`src/rtl/mpsm_ram.sv`:
```
`timescale 1ns / 1ps
// generic single write port ram with registered read
module mpsm_ram #(
    parameter int WIDTH  = 8,
    parameter int DEPTH  = 512,
    parameter int ADDR_W = (DEPTH > 1) ? $clog2(DEPTH) : 1
) (
    input  logic              clk,
    input  logic              we,
    input  logic [ADDR_W-1:0] waddr,
    input  logic [WIDTH-1:0]  wdata,
    input  logic [ADDR_W-1:0] raddr,
    output logic [WIDTH-1:0]  rdata
);
    logic [WIDTH-1:0] mem [DEPTH];
    logic [WIDTH-1:0] rdata_reg;

    always_ff @(posedge clk)
    begin
        if (we)
        begin
            mem[waddr] <= wdata;
        end
        rdata_reg <= mem[raddr];
    end

    assign rdata = rdata_reg;
endmodule

```
`config.mk`:
```
export PLATFORM = sky130hd
export DESIGN_NAME = mpsm_ram
export DESIGN_NICKNAME = d
export VERILOG_FILES = /design/src/rtl/mpsm_ram.sv
export SDC_FILE = /design/constraint.sdc
export NUM_CORES = 2
export LEC_CHECK = 0
export ABC_AREA = 1
export BUFFER_PORTS_ARGS = -buffer_cell sky130_fd_sc_hd__buf_2
export CORE_AREA = 2 2 694 696
export DETAILED_ROUTE_END_ITERATION = 8
export DIE_AREA = 0 0 696 698
export HOLD_SLACK_MARGIN = 0.08
export PLACE_DENSITY = 0.57
export RECOVER_POWER = 100
export SLEW_MARGIN = 20
export SYNTH_ARGS = -nofsm -noshare
export SYNTH_HDL_FRONTEND = slang
export SYNTH_SLANG_ARGS = --single-unit
export TNS_END_PERCENT = 50
```
`constraint.sdc`:
```
create_clock -name clk -period 4.4 [get_ports clk]
set_input_delay 0.22 -clock clk [delete_from_list [all_inputs] [get_ports clk]]
set_output_delay 0.22 -clock clk [all_outputs]
set_load 0.01 [all_outputs]
```
=== Word level (Yosys, flattened, before mapping) ===
Memories as Yosys holds them, arrays and structs flattened. A register that Yosys moved wholly into a read port is not among the register bits.
Cells that the tools add are included.
W data, S select, Z words.

* Flip-flop bits (word level): 0
* Bits in writable memories: 4096
* Bits of input ports: 28
* Output and inout port bits: 8
* Logic and storage cells: 3
* Memories kept: 1

{| class="wikitable"
|+ Memory list
! name !! depth !! bits a word !! rd ports !! clocked after memory_dff !! wr ports !! RTL line !! text
|-
| mem || 512 || 8 || 1 || 1 || 1 || 15 || <nowiki>logic [WIDTH-1:0] mem [DEPTH];</nowiki>
|}

* Muxes and demuxes: 2

{| class="wikitable"
|+ Operator list
! operator !! number
|-
| $mux W1 || 2
|}

=== Longest topological paths before layout ===
* Depth after elaboration: 2
* Depth in mapped cells: 15
* Gate-level depth less buffers: 11

=== Worst setup path after synthesis ===
No wires, ideal clock.

* Kind: input to register
* Start point: input port waddr[4]
* End point: memory mem[212][0], enable pin
* Library setup time: 370 ps
* Data arrival time: 1441 ps
* Data required time: 4030 ps
* Slack: 2589 ps
* Stages: 7
* Buffers on the path: 1
* Path through: inv_1 -> nor2_1 -> inv_1 -> nor2_1 -> inv_1 -> clkbuf_1 -> nor2_1

{| class="wikitable"
|+ RTL lines
! what !! RTL line !! text
|-
| start: declaration || 10 || <nowiki>input logic [ADDR_W-1:0] waddr,</nowiki>
|-
| end: declaration || 15 ||
|}

No word-level cell before the write port.

=== Worst setup path after layout ===
* Start point: input port waddr[2]
* End point: memory mem[342][2], enable pin

No word-level cell before the write port.

==> impl_metrics.toml <==
[final_layout]
total_area_of_multi_input_combinational_cells_mm2 = 0.0381
area_growth_pct = 12.2
largest_register_ffs = 4096
layout_cell_share_with_drive_strength_beyond_1_pct = 6.61
register_area_mm2 = 0.123
fill_cells = 44900
stdcell_count = 20500
final_nets = 13800

[floorplanning]
die_y_um = 698
die_width_um = 696
starting_density_of_the_core_pct = 34.9
floorplan.core_area_mm2 = 0.478
top_level_ports = 36
core.rowCount = 254
die_area_mm2 = 0.486

[critical_path]
crit_path_top_delay_cell = "sky130_fd_sc_hd__nand2_1"
critical_path.most_common_cell = "sky130_fd_sc_hd__inv_1"
cp_data_required_time_ns = 5.02
worst_ep_arrival_time_ns = 4.45
worstPathMaxFanout = 16
cp_slowest_stage_delay_ns = 1.62
worstPathCellList = "buf_2 > inv_1 > nor2_1 > nand2_1 > inv_1 > nand2_1 > inv_1"
startpoint_type_of_the_worst_setup_path = "input port"
setup.worst_path.end_class = "flip-flop"
path_type_of_the_worst_setup_path = "input port to flip-flop"

[global_route]
overflow = 0
pin_count_of_the_biggest_net_entering_global_routing = 177
grt_first_pass_wirelength_mm = 705
globalRouteTotalUtil_pct = 19.2
antenna_found_initial = 29
grt_pass1_vias = 103000

[detailed_routing]
dr_total_vias = 109000
wl_mm = 482
drc = 0
wire_per_inst_um = 23.5
drt-initial-drc-count = 13800
drt-pass1-iter-count = 6
antenna_violating_nets_remaining = 0
routed_via_density = 5.29

[clock_network]
htree_levels = 5
clock_insertion_delay_worst_skew_ns = 0.98
max-clock-path-buffers = 4
clock-sinks = 4104
tritoncts.num_buffers = 430
cts_tree = "done"
worst_setup_hold_path_clk_slew_ns = 0.06
post_cts_resized = 0
cts_root_buf = "sky130_fd_sc_hd__clkbuf_16"

[timing]
max_freq_ghz = 0.261
headroom_to_the_max_slew_limit_pct = -145
grt_setup_unrepaired = "false"
setup-tns-final_ns = 0
setup_slack_ns = 0.570
worst_hold_slack_ns = 0.153
finalHoldViolCount = 0
final_max_tran_viols = 2186
fin_crit_sh_pct = 87.0
worst_clock_skew_ns = 0.0453
period_needed_ns = 3.83
setup_viol_count_final = 0
max_slew.worst_pin.slew_ns = 3.67

[status]
status = "finished, violations left"
failed_checks = "max-capacitance violations, max-slew violations"

[yosys]
flip_flop_and_latch_count_after_synthesis = 4104
postSynthNetCount = 13900
yosys.area_share.adder_pct = 0
yosys.area_share.xor_xnor_pct = 0
synth.cell_area_mm2 = 0.167
share_of_synthesized_area_spent_on_multiplexers_pct = 0
synth-simple-area-share_pct = 22.8
postSynthCellCount = 13900
synth-seq-area-share_pct = 73.9
synth-warning-count = 0
synth_cell_type_count = 16
post_synth.cell_area_avg_um2 = 12.0
combinational_family_with_the_most_area_after_synthesis = "simple AND/OR/NAND/NOR gates"
synth-compound-area-share_pct = 0

[hold_path]
hold_class = "input port to flip-flop"

[placement]
dp_hpwl_mm = 274
place_ws_ns = 0.606
place.port_buffers = 35
finalWeightedCongestion = 0.832
place.detailed.instances = 19700

[power]
static-leakage-power_nw = 63.7
power.density_mw_per_mm2 = 445
power.ir.vdd_worst_mv = 0.353

[flow_run]
cap_violations = 25
stage by stage:
step | area (µm²) | power [mW] | utilization [%]
after floorplan | 167000 | 46.6 | -
after global placement | 174000 | 48.9 | 36.4
after detailed placement | 174000 | 49.0 | 36.5
after CTS | 188000 | 83.7 | 39.3
after global routing | 187000 | 85.6 | 39.2
final | 187000 | 83.3 | 39.2
cells in the final DEF (no fill, tap or decap), drive strengths merged:
master          n
nand2        4160
inv            48
diode          13
dlygate4sd3    12
nor3           11
buf           316
clkinvlp        5
clkbuf        630
dfxtp           8
nand3        4080
nor2          514
edfxtp       4096
bufinv         30
clkinv        184
Yosys cell counts, drive strengths merged:
master	n	area (µm²)
nand2	4160	15600
buf	799	4710
nand3	4080	20400
inv	39	151
nor3	11	55.1
dfxtp	8	160
nor2	514	1930
clkbuf	184	691
edfxtp	4096	123000
cell families (layout without fill, tap and decap cells):
logic type    Yosys count  count (layout)
simple gates         8765            8765
flops                4104            4104
buf+inv              1022            1225
other cells             0              13
routing by layer:
metal | track usage (%) | vias up | share of wire (%)
li1 | - | 49200 | -
met1 | 27.8 | 54100 | 43
met2 | 29.7 | 4434 | 46
met3 | 2.99 | 760 | 8.2
met4 | 6.06 | 16 | 3.2
met5 | 0 | - | 0.020
where the power goes:
part           switching, mW  internal [mW]
registers             0.0502           43.1
logic                   3.83           1.20
clock network           15.2           20.0
final timing paths:
| check | start | endpoint | slack (ns) | depth (start not counted) |
|---|---|---|---|---|
| min | waddr[4] | mem[230][3] | 0.15 | 6 |
| max reg2reg | mem[187][4] | rdata[4] | 1.69 | 10 |
| max | waddr[2] | mem[342][2] | 0.57 | 7 |
| min reg2reg | mem[260][7] | rdata[7] | 1.09 | 10 |
area by class of cell:
| class | instances | share of cell area (%) |
|---|---|---|
| Sequential cell | 4104 | 65.8 |
| Clock inverter | 228 | 1.05 |
| Tap cell | 6400 | 4.28 |
| Multi-Input combinational cell | 8765 | 20.4 |
| Antenna cell | 13 | 0.0174 |
| Clock buffer | 557 | 6.10 |
| Inverter | 39 | 0.108 |
| Timing Repair Buffer | 401 | 2.24 |
critical path: cells and delay by family:
family,cells,cell delay (ns)
AND/OR/NAND/NOR,3,2.34
buffers and inverters,4,1.86
what timing repair did:
action                     CTS  global route
hold buffers                12             0
hold endpoints to repair  1401             0
buffers inserted             0             0
No activity file was read; power rests on OpenSTA's default activity.
